$ cat src/hw/rtl/fpfa_pkg.sv
// Shared constants, codes and structures of the fixed-partition allocator.
// No dependencies; imported by the allocator's control, top-level and checker modules.
package fpfa_pkg;

    localparam int MAX_PARTITIONS = 32;
    localparam int SIZE_BITS      = 16;

    localparam int CMD_W      = 2;
    localparam int SLOT_W     = 5;
    localparam int AMOUNT_W   = 16;
    localparam int OWNER_W    = 8;
    localparam int OUT_SIZE_W = 16;
    localparam int MODE_W     = 2;
    localparam int COUNT_W    = 6;
    localparam int CFG_IDX_W  = 1;
    localparam int CFG_DATA_W = 6;

    localparam int ADDR_W = $clog2(MAX_PARTITIONS);
    localparam int CNT_W  = $clog2(MAX_PARTITIONS + 1);
    localparam int LIM_W  = (CNT_W > COUNT_W) ? CNT_W : COUNT_W;
    localparam int CMP_W  = (SIZE_BITS > AMOUNT_W) ? SIZE_BITS : AMOUNT_W;
    localparam int WORD_W = SIZE_BITS + OWNER_W;

    typedef enum logic [CMD_W-1:0] {
        CMD_LOAD  = 2'd0,
        CMD_ALLOC = 2'd1,
        CMD_READ  = 2'd2
    } t_cmd;

    typedef enum logic [MODE_W-1:0] {
        FIT_FIRST = 2'd0,
        FIT_BEST  = 2'd1,
        FIT_WORST = 2'd2
    } t_fit_mode;

    localparam logic [CFG_IDX_W-1:0] CFG_FIT_MODE   = 1'd0;
    localparam logic [CFG_IDX_W-1:0] CFG_PART_COUNT = 1'd1;

    typedef enum logic [2:0] {
        ST_IDLE,
        ST_READ,
        ST_SCAN,
        ST_TAIL,
        ST_FINISH,
        ST_PUSH
    } t_state;

    typedef struct packed {
        logic [CMD_W-1:0]    cmd;
        logic [SLOT_W-1:0]   slot;
        logic [AMOUNT_W-1:0] amount;
        logic [OWNER_W-1:0]  requester;
    } t_req;

    typedef struct packed {
        logic                  success;
        logic [SLOT_W-1:0]     chosen_slot;
        logic [OUT_SIZE_W-1:0] slot_size;
        logic [OWNER_W-1:0]    slot_owner;
    } t_result;

    typedef struct packed {
        logic              we;
        logic [ADDR_W-1:0] waddr;
        logic [WORD_W-1:0] wdata;
        logic              re;
        logic [ADDR_W-1:0] raddr;
    } t_ram_req;

endpackage

$ cat src/hw/rtl/fpfa_ram.sv
// Generic single-write, single-read synchronous RAM with registered read data.
// No dependencies; holds the partition table of the allocator.
module fpfa_ram #(
    parameter int DATA_W = 8,
    parameter int DEPTH  = 32
) (
    input  logic                     i_clk,
    input  logic                     i_we,
    input  logic [$clog2(DEPTH)-1:0] i_waddr,
    input  logic [DATA_W-1:0]        i_wdata,
    input  logic                     i_re,
    input  logic [$clog2(DEPTH)-1:0] i_raddr,
    output logic [DATA_W-1:0]        o_rdata
);

    logic [DATA_W-1:0] r_mem [DEPTH];
    logic [DATA_W-1:0] r_rdata;

    always_ff @(posedge i_clk) begin
        if (i_we) begin
            r_mem[i_waddr] <= i_wdata;
        end
        if (i_re) begin
            r_rdata <= r_mem[i_raddr];
        end
    end

    assign o_rdata = r_rdata;

endmodule

$ cat src/hw/rtl/fpfa_ctrl.sv
// Command sequencer of the allocator: load, read and the partition scan.
// Depends on fpfa_pkg; drives the table RAM and hands results to the top level.
module fpfa_ctrl (
    input  logic                           i_clk,
    input  logic                           i_rst_n,
    input  logic                           i_in_accept,
    input  fpfa_pkg::t_req                 i_req,
    input  logic [fpfa_pkg::MODE_W-1:0]    i_fit_mode,
    input  logic [fpfa_pkg::CNT_W-1:0]     i_limit,
    input  logic                           i_push_ok,
    output logic                           o_busy,
    output logic                           o_push,
    output fpfa_pkg::t_result              o_result,
    output fpfa_pkg::t_ram_req             o_ram,
    input  logic [fpfa_pkg::WORD_W-1:0]    i_ram_rdata
);
    import fpfa_pkg::*;

    t_state                    r_state, n_state;
    t_req                      r_req, n_req;
    logic [MAX_PARTITIONS-1:0] r_valid, n_valid;
    logic [CNT_W-1:0]          r_scan_cnt, n_scan_cnt;
    logic                      r_chk_v, n_chk_v;
    logic [ADDR_W-1:0]         r_chk_idx, n_chk_idx;
    logic                      r_found, n_found;
    logic [ADDR_W-1:0]         r_best_idx, n_best_idx;
    logic [SIZE_BITS-1:0]      r_best_size, n_best_size;
    t_result                   r_res, n_res;

    logic [ADDR_W-1:0]    rd_idx;
    logic                 rd_live;
    logic [SIZE_BITS-1:0] rd_size;
    logic [OWNER_W-1:0]   rd_owner;
    logic                 chk_fits;
    logic                 take;
    logic                 slot_in_table;
    logic                 mode_ok;
    t_ram_req             ram;

    // An entry never written since reset reads as size zero and free.
    always_comb begin
        rd_idx   = (r_state == ST_READ) ? ADDR_W'(r_req.slot) : r_chk_idx;
        rd_live  = r_valid[rd_idx];
        rd_size  = rd_live ? i_ram_rdata[WORD_W-1:OWNER_W] : '0;
        rd_owner = rd_live ? i_ram_rdata[OWNER_W-1:0] : '0;
        chk_fits = CMP_W'(rd_size) >= CMP_W'(r_req.amount);
        take     = r_chk_v && (rd_owner == '0) && chk_fits &&
                   (!r_found ||
                    ((i_fit_mode == FIT_BEST) && (rd_size < r_best_size)) ||
                    ((i_fit_mode == FIT_WORST) && (rd_size >= r_best_size)));
        slot_in_table = int'(i_req.slot) < MAX_PARTITIONS;
        mode_ok  = (i_fit_mode == FIT_FIRST) || (i_fit_mode == FIT_BEST) ||
                   (i_fit_mode == FIT_WORST);
    end

    always_comb begin
        n_state     = r_state;
        n_req       = r_req;
        n_valid     = r_valid;
        n_scan_cnt  = r_scan_cnt;
        n_chk_v     = 1'b0;
        n_chk_idx   = r_chk_idx;
        n_found     = r_found;
        n_best_idx  = r_best_idx;
        n_best_size = r_best_size;
        n_res       = r_res;
        ram         = '0;
        o_push      = 1'b0;

        if (take) begin
            n_found     = 1'b1;
            n_best_idx  = r_chk_idx;
            n_best_size = rd_size;
        end

        unique case (r_state)
            ST_IDLE: begin
                if (i_in_accept) begin
                    n_req      = i_req;
                    n_found    = 1'b0;
                    n_scan_cnt = '0;
                    n_state    = ST_PUSH;
                    n_res      = '{success: 1'b0, chosen_slot: i_req.slot,
                                   slot_size: '0, slot_owner: '0};
                    unique case (i_req.cmd)
                        CMD_LOAD: begin
                            if (slot_in_table) begin
                                ram.we    = 1'b1;
                                ram.waddr = ADDR_W'(i_req.slot);
                                ram.wdata = {SIZE_BITS'(i_req.amount), OWNER_W'(0)};
                                n_valid[ADDR_W'(i_req.slot)] = 1'b1;
                                n_res.success   = 1'b1;
                                n_res.slot_size = OUT_SIZE_W'(SIZE_BITS'(i_req.amount));
                            end
                        end
                        CMD_READ: begin
                            if (slot_in_table) begin
                                ram.re    = 1'b1;
                                ram.raddr = ADDR_W'(i_req.slot);
                                n_state   = ST_READ;
                            end
                        end
                        CMD_ALLOC: begin
                            n_res.chosen_slot = '0;
                            if ((i_req.requester != '0) && mode_ok && (i_limit != '0)) begin
                                n_state = ST_SCAN;
                            end
                        end
                        default: begin
                        end
                    endcase
                end
            end
            ST_READ: begin
                n_res.success    = 1'b1;
                n_res.slot_size  = OUT_SIZE_W'(rd_size);
                n_res.slot_owner = rd_owner;
                n_state          = ST_PUSH;
            end
            ST_SCAN: begin
                // One table entry read per cycle; its check follows when the registered read data returns.
                ram.re     = 1'b1;
                ram.raddr  = r_scan_cnt[ADDR_W-1:0];
                n_chk_v    = 1'b1;
                n_chk_idx  = r_scan_cnt[ADDR_W-1:0];
                n_scan_cnt = CNT_W'(r_scan_cnt + 1'b1);
                if (CNT_W'(r_scan_cnt + 1'b1) == i_limit) begin
                    n_state = ST_TAIL;
                end
            end
            ST_TAIL: begin
                n_state = ST_FINISH;
            end
            ST_FINISH: begin
                if (r_found) begin
                    ram.we    = 1'b1;
                    ram.waddr = r_best_idx;
                    ram.wdata = {r_best_size, r_req.requester};
                    n_valid[r_best_idx] = 1'b1;
                    n_res = '{success: 1'b1, chosen_slot: SLOT_W'(r_best_idx),
                              slot_size: OUT_SIZE_W'(r_best_size),
                              slot_owner: r_req.requester};
                end
                n_state = ST_PUSH;
            end
            ST_PUSH: begin
                if (i_push_ok) begin
                    o_push  = 1'b1;
                    n_state = ST_IDLE;
                end
            end
            default: begin
                n_state = ST_IDLE;
            end
        endcase
    end

    always_ff @(posedge i_clk) begin
        if (!i_rst_n) begin
            r_state <= ST_IDLE;
            r_valid <= '0;
            r_chk_v <= 1'b0;
        end else begin
            r_state <= n_state;
            r_valid <= n_valid;
            r_chk_v <= n_chk_v;
        end
    end

    always_ff @(posedge i_clk) begin
        r_req       <= n_req;
        r_scan_cnt  <= n_scan_cnt;
        r_chk_idx   <= n_chk_idx;
        r_found     <= n_found;
        r_best_idx  <= n_best_idx;
        r_best_size <= n_best_size;
        r_res       <= n_res;
    end

    assign o_busy   = (r_state != ST_IDLE);
    assign o_result = r_res;
    assign o_ram    = ram;

endmodule

$ cat src/hw/rtl/fixed_partition_fit_allocator_core.sv
// Top level of the fixed-partition allocator: configuration, table RAM and result register.
// Depends on fpfa_pkg, fpfa_ram and fpfa_ctrl.
//
// The block holds a table of fixed partitions, each with a size and an owner, in one
// synchronous RAM, and serves load, allocate and read commands one at a time; every
// command gives exactly one result. An allocate scans the active partitions through the
// RAM's single read port, one partition per cycle, up to the partition count capped at
// the table depth of 32; a refused allocate does not scan. The result waits in an output
// register, so the next command is taken while the previous result is still stalled
// downstream. Configuration writes are taken in any cycle and are meant to arrive only
// while the block is idle.
module fixed_partition_fit_allocator_core (
    input  logic                              i_clk,
    input  logic                              i_rst_n,
    input  logic                              i_in_valid,
    output logic                              o_in_stall,
    input  logic [fpfa_pkg::CMD_W-1:0]        i_command,
    input  logic [fpfa_pkg::SLOT_W-1:0]       i_slot,
    input  logic [fpfa_pkg::AMOUNT_W-1:0]     i_amount,
    input  logic [fpfa_pkg::OWNER_W-1:0]      i_requester,
    output logic                              o_out_valid,
    input  logic                              i_out_stall,
    output logic                              o_success,
    output logic [fpfa_pkg::SLOT_W-1:0]       o_chosen_slot,
    output logic [fpfa_pkg::OUT_SIZE_W-1:0]   o_slot_size,
    output logic [fpfa_pkg::OWNER_W-1:0]      o_slot_owner,
    input  logic                              i_cfg_valid,
    output logic                              o_cfg_ready,
    input  logic [fpfa_pkg::CFG_IDX_W-1:0]    i_cfg_index,
    input  logic [fpfa_pkg::CFG_DATA_W-1:0]   i_cfg_data
);
    import fpfa_pkg::*;

    logic [MODE_W-1:0]  r_fit_mode, n_fit_mode;
    logic [COUNT_W-1:0] r_part_count, n_part_count;
    logic               r_out_valid, n_out_valid;
    t_result            r_out, n_out;

    logic [LIM_W-1:0] lim_wide;
    logic [CNT_W-1:0] limit;
    logic             cfg_write;
    logic             in_accept;
    logic             out_take;
    logic             push_ok;
    logic             busy;
    logic             push;
    t_req             req;
    t_result          result;
    t_ram_req         ram;
    logic [WORD_W-1:0] ram_rdata;

    assign cfg_write = i_cfg_valid && o_cfg_ready;
    assign o_cfg_ready = 1'b1;

    always_comb begin
        n_fit_mode   = r_fit_mode;
        n_part_count = r_part_count;
        if (cfg_write) begin
            unique case (i_cfg_index)
                CFG_FIT_MODE:   n_fit_mode   = i_cfg_data[MODE_W-1:0];
                CFG_PART_COUNT: n_part_count = i_cfg_data[COUNT_W-1:0];
            endcase
        end
    end

    // A count above the table depth scans the whole table.
    always_comb begin
        lim_wide = (LIM_W'(r_part_count) > LIM_W'(MAX_PARTITIONS)) ?
                   LIM_W'(MAX_PARTITIONS) : LIM_W'(r_part_count);
        limit    = CNT_W'(lim_wide);
    end

    assign o_in_stall = busy;
    assign in_accept  = i_in_valid && !busy;
    assign req        = '{cmd: i_command, slot: i_slot, amount: i_amount,
                          requester: i_requester};

    assign out_take = r_out_valid && !i_out_stall;
    assign push_ok  = !r_out_valid || out_take;

    always_comb begin
        n_out       = push ? result : r_out;
        n_out_valid = push || (r_out_valid && !out_take);
    end

    always_ff @(posedge i_clk) begin
        if (!i_rst_n) begin
            r_fit_mode   <= '0;
            r_part_count <= '0;
            r_out_valid  <= 1'b0;
        end else begin
            r_fit_mode   <= n_fit_mode;
            r_part_count <= n_part_count;
            r_out_valid  <= n_out_valid;
        end
    end

    always_ff @(posedge i_clk) begin
        r_out <= n_out;
    end

    fpfa_ctrl u_ctrl (
        .i_clk       (i_clk),
        .i_rst_n     (i_rst_n),
        .i_in_accept (in_accept),
        .i_req       (req),
        .i_fit_mode  (r_fit_mode),
        .i_limit     (limit),
        .i_push_ok   (push_ok),
        .o_busy      (busy),
        .o_push      (push),
        .o_result    (result),
        .o_ram       (ram),
        .i_ram_rdata (ram_rdata)
    );

    fpfa_ram #(
        .DATA_W (WORD_W),
        .DEPTH  (MAX_PARTITIONS)
    ) u_table (
        .i_clk   (i_clk),
        .i_we    (ram.we),
        .i_waddr (ram.waddr),
        .i_wdata (ram.wdata),
        .i_re    (ram.re),
        .i_raddr (ram.raddr),
        .o_rdata (ram_rdata)
    );

    assign o_out_valid   = r_out_valid;
    assign o_success     = r_out.success;
    assign o_chosen_slot = r_out.chosen_slot;
    assign o_slot_size   = r_out.slot_size;
    assign o_slot_owner  = r_out.slot_owner;

endmodule

$ cat config.mk
export PLATFORM = sky130hd
export DESIGN_NAME = fixed_partition_fit_allocator_core
export DESIGN_NICKNAME = d
export VERILOG_FILES = /design/src/hw/rtl/fpfa_pkg.sv /design/src/hw/rtl/fpfa_ram.sv /design/src/hw/rtl/fpfa_ctrl.sv /design/src/hw/rtl/fixed_partition_fit_allocator_core.sv
export SDC_FILE = /design/constraint.sdc
export NUM_CORES = 1
export LEC_CHECK = 0
export BUFFER_PORTS_ARGS = -buffer_cell sky130_fd_sc_hd__buf_4
export CORE_MARGIN = 1
export CORE_UTILIZATION = 25
export DETAILED_ROUTE_END_ITERATION = 6
export SYNTH_ARGS = -nofsm -noshare
export SYNTH_HDL_FRONTEND = slang
export SYNTH_HIERARCHICAL = 1
export SYNTH_SLANG_ARGS = --single-unit
$ cat constraint.sdc
create_clock -name i_clk -period 14.19 [get_ports i_clk]
set_input_delay 2.838 -clock i_clk [delete_from_list [all_inputs] [get_ports i_clk]]
set_output_delay 2.838 -clock i_clk [all_outputs]
set_load 0.02 [all_outputs]
Yosys cells after proc, flatten, opt, wreduce, memory -nomap -nowiden --
Memories as Yosys holds them, arrays and structs flattened. A register that Yosys moved wholly into a read port is not among the register bits. Cells that the tools add are included.
Word-level totals: memories 1, register bits 167, logic and storage cells 137, bits in writable memories 768, output and inout port bits 33, input port bits 43
Cells by class: equality and inequality tests 15, bitwise gates (word level) 3, reduce and logical (&&, ||, !) cells 42, mux-type cells 44, $add $sub $neg 1, magnitude comparators 9
Memory list:
- u_table.r_mem | depth 32, width 24, rd ports 1, clocked after memory_dff 1, wr ports 1, line fpfa_ram.sv:16 | logic [DATA_W-1:0] r_mem [DEPTH];
Operators by type and width (count):
- $mux 30 | 4
- $mux 32 | 3
- $pmux 24 s3 | 1
- $or 32x32->32 | 2
- $pmux 32 s2 | 1
- $pmux 30 s2 | 1
- $mux 36 | 1
- $ge 16x16->1 | 2
- $mux 16 | 2
- $pmux 6 s2 | 2
- $lt 5x6->1 const B | 3
- $mux 6 | 3
- $lt 16x16->1 | 1
- $pmux 3 s5 | 1
- $logic_and 1x1->1 | 12
- $mux 1 | 12
- $mux 3 | 4
- $demux 1 s5 | 2
- $ge 5x1->1 const B | 2
- $mux 5 | 2
- $pmux 5 s2 | 1
- $reduce_and 3->1 | 3
- $logic_not 8->1 | 1
- $mux 8 | 1
- 25 further kinds | 47

Depth between registers and ports, before layout --
depth after elaboration 13, gate-level depth with buffers 21, mapped depth without buffers 17

Hierarchy --
The synthesis kept the hierarchy.
By module, submodules not included:
- fpfa_ram | seq. area each 23782.8 sq um, times used 1, cells an instance 1711, area each 30720.7 sq um
- fpfa_ctrl | seq. area each 3473.3 sq um, times used 1, cells an instance 702, area each 7201.9 sq um
- fixed_partition_fit_allocator_core | seq. area each 1081.0 sq um, times used 1, cells an instance 77, area each 1302.5 sq um

Worst setup path after synthesis --
OpenSTA, ideal clock, no wires.
path kind in2reg, from input port i_in_valid, to memory u_table/r_mem[12][0] in the netlist's numbering (enable), buffers on the path 3, stages 11, setup slack 7.978 ns, required time 13.785 ns, arrival 5.807 ns, setup time 0.405 ns, cell sequence nor2b_1 nand2_1 clkinv_1 and3_1 clkbuf_1 nor2_1 inv_1 clkbuf_1 or3b_2 clkbuf_1 nor2_1
RTL lines:
- start: declaration | line fixed_partition_fit_allocator_core.sv:15 | input logic i_in_valid,
- end: declaration | line fpfa_ram.sv:16

==> flow_summary_export.csv <==
group,metric,value,unit
synth,synth-async-reset-ratio,0,
critical_path,ff2ff_path_depth,18,
routing,antenna_left,0,
final_layout,layout-drive-gt1-share,0.1263,
worst_hold_path,holdPathStages,0,
sta,finalHoldViolCount,0,
final_layout,area_growth,15.44,%
clock_network,numCtsBuffers,100,
clock_network,htreeDepth,3,
grt,grt_use_total,0.1206,
floorplanning,num_io_pins,76,
worst_hold_path,hold_path_class,"reg -> reg",
sta,min_period,6.807,ns
routing,drtPass1Iterations,6,
synth,synth_area,0.03923,mm2
sta,fmax,146.9,MHz
grt,busiest_layer,"met2",
synth,syn_nets,2567,
critical_path,cp_max_fo,47,
clock_network,postCtsHoldBufs,0,
grt,antenna_found_initial,4,
job,cap_viol_max_count,0,
floorplanning,die_area,0.1585,mm2
synth,post_synth_num_cell_types,66,
floorplanning,die_h,398.1,um
place,dpl.hpwl,60.36,mm
sta,rsz0062_at_grt,"no",
clock_network,clk-insertion-delay-late,0.68,ns
synth,ys.flop_type,"edfxtp_1",
synth,synth_edf_count,913,
critical_path,worstPathArrival,7.08,ns
final_layout,fillCellCount,15390,
power_and_ir_drop,peakVddDrop,0.00008926,V
sta,worst_slew_pin_slew,1.350,ns
floorplanning,initial_core_util,0.2531,
synth,yosysWarnings,6,
floorplanning,core_area,0.1549,mm2
clock_network,cts.root.buffer_cell,"clkbuf_16",
final_layout,nets,2662,
synth,synthCells,2490,
power_and_ir_drop,p_leak,14.81,nW
critical_path,r2r_setup_slack,7.91,ns
grt,grt_pass1_vias,21370,
synth,syn_area_per_cell,15.75,um2
worst_hold_path,min_to,"o_slot_size[10]",
synth,synth_seq_cells,959,
grt,met3_usage,0.02475,
run_status,status,"completed",
critical_path,rr_endpoint,"u_ctrl/r_best_size[9]",
clock_network,cts_tree,"yes",
grt,grt_max_degree,114,
routing,via_per_inst,4.689,
grt,overflow,0,
synth,synth_seq_area_share,0.7224,
critical_path,cp-end-kind,"flip-flop",
clock_network,path_clk_slew,0.06,ns
floorplanning,die_x,398.1,um
routing,avgRoutedWirePerCell,20.77,um
sta,fin_skew,0.01792,ns
grt,met1_usage,0.1766,
power_and_ir_drop,p_per_area,141.5,mW/mm2
sta,report.final.slew_viol_count,0,
grt,grt_pass1_wl,144.4,mm
routing,drtIter0Drc,2314,
clock_network,cts_resized,0,
routing,drc_errors,0,
worst_hold_path,hold_start,"u_ctrl/o_result[18]",
floorplanning,rows,144,
place,numPortBuffers,74,
grt,use_met2,0.1814,
final_layout,final_cell_mix,"edfxtp_1 (913), mux2i_1 (408), nand2_1 (154)",
critical_path,r2r-start,"u_ctrl/r_state[0]",
sta,timing.setup.tns,0,ns
clock_network,cts_setup_buffers,0,
place,routabilityCongestion,0.8515,
routing,routed_wl,97.72,mm
sta,hold-worst-slack,0.4167,ns
routing,vias,22060,
clock_network,cts_sinks,959,
final_layout,final_common_cell,"edfxtp_1",
critical_path,required,14.46,ns
sta,slew_headroom,0.09899,
critical_path,worstSetupPathType,"in -> reg",
sta,min_period_over_period,0.4797,
critical_path,start_kind,"input pin",
sta,setup_viol,0,
clock_network,cts_buffer_depth,3,
==> sequential cells by signal (all words and copies together) (netlist names) <==
register,cells
r_fit_mode,2
u_table/o_rdata,24
o_slot_owner,8
u_ctrl/r_valid,32
o_slot_size,16
u_ctrl/r_found,1
u_ctrl/r_chk_idx,5
u_table/r_mem,768
u_ctrl/r_scan_cnt,6
u_ctrl/r_chk_v,1
u_ctrl/r_best_idx,5
o_chosen_slot,5
u_ctrl/r_req,29
o_success,1
r_part_count,6
u_ctrl/o_result,30
o_out_valid,1
u_ctrl/r_state,3
u_ctrl/r_best_size,16
==> per-layer routing <==
metal	up-vias	routed length [um]
met2	752	43650
li1	9915	-
met5	-	0
met4	0	1645
met3	107	7131
met1	11290	45300
==> stage by stage <==
stage               instance area (um2)  cells  setup WS [ns]    util  total power [mW]
floorplan                         39230   2490          7.978       -             3.735
global placement                  42130   4525          6.846  0.2719             3.967
detailed placement                42130   4525          6.761  0.2719             3.975
CTS                               45230   4702          7.457  0.2919             6.464
global route                      45280   4705          7.035  0.2922             6.638
finish                            45280   4705          7.383  0.2922             6.408
==> synthesized netlist by cell type (5+ instances only) <==
library cell,count,area share
nand3_1,84,0.011
nor3_1,32,0.0041
xor2_1,7,0.0016
o21ai_1,5,0.00064
nor2b_1,32,0.0051
buf_4,15,0.0029
a31oi_1,27,0.0043
or3_1,5,0.00080
a21oi_1,114,0.015
and3_1,18,0.0029
ha_1,34,0.011
a22oi_1,86,0.016
nand4_1,9,0.0014
mux2i_1,408,0.10
nand2_1,154,0.015
nor3b_1,6,0.0011
edfxtp_1,913,0.70
a32o_1,16,0.0041
nor2_1,75,0.0072
inv_1,39,0.0037
clkbuf_1,64,0.0061
o21ai_0,10,0.0013
buf_1,9,0.00086
o22ai_1,22,0.0035
a22o_1,66,0.015
buf_6,25,0.0072
nand3b_1,18,0.0034
a21o_1,8,0.0015
a32oi_1,16,0.0036
nor4_1,9,0.0014
and2_1,19,0.0030
buf_2,31,0.0040
o21a_1,16,0.0031
dfxtp_1,46,0.023
==> logic make-up (layout without fill, tap and decap cells) <==
| logic type | Yosys count | in the layout | share of synthesized area |
|---|---|---|---|
| xor+xnor | 11 | 11 | 0.002456 |
| mux | 415 | 415 | 0.1070 |
| fa+ha+maj | 34 | 34 | 0.01085 |
| other cells | 1 | 2 | 0.00009560 |
| simple gates | 481 | 481 | 0.06016 |
| compound gates | 403 | 403 | 0.07187 |
| flops | 959 | 959 | 0.7224 |
| buf+inv | 186 | 356 | 0.02510 |
==> worst max-delay path by stage <==
stage	depth (start not counted)	to	startpoint
after floorplan	11	u_table/r_mem[12][0]	i_in_valid
after global placement	10	u_table/r_mem[31][19]	i_in_valid
after detailed placement	10	u_table/r_mem[31][19]	i_in_valid
after CTS	10	u_table/r_mem[31][19]	i_in_valid
after global routing	10	u_table/r_mem[14][17]	i_in_valid
final	10	u_table/r_mem[14][17]	i_in_valid
==> critical path, stage by stage <==
cell and delay (ns):
buf_4 0.07, nor2b_1 0.25, nand2_1 0.16, inv_2 0.07, buf_4 0.53, and3_1 0.37
nor2_1 0.23, inv_1 0.64, nand3b_1 0.66, nor2_2 1.21
==> cell type report <==
class	count	area [um2]	area share
antenna	1	2.502	0.00005527
clock buffer	132	2675	0.05908
clock inverter	45	426.7	0.009423
inverter	41	153.9	0.003399
multi-input combinational	1345	10050	0.2220
sequential	959	28340	0.6258
tap	2044	2557	0.05648
timing repair buffer	138	1076	0.02376
==> where the power goes <==
part | total (mW) | switching, mW | internal (mW)
Sequential | 3.27 | 0.0500 | 3.22
Combinational | 0.650 | 0.442 | 0.208
Clock | 2.49 | 1.06 | 1.43
Total | 6.41 | 1.55 | 4.86
Power figures use the tool's default switching activity.
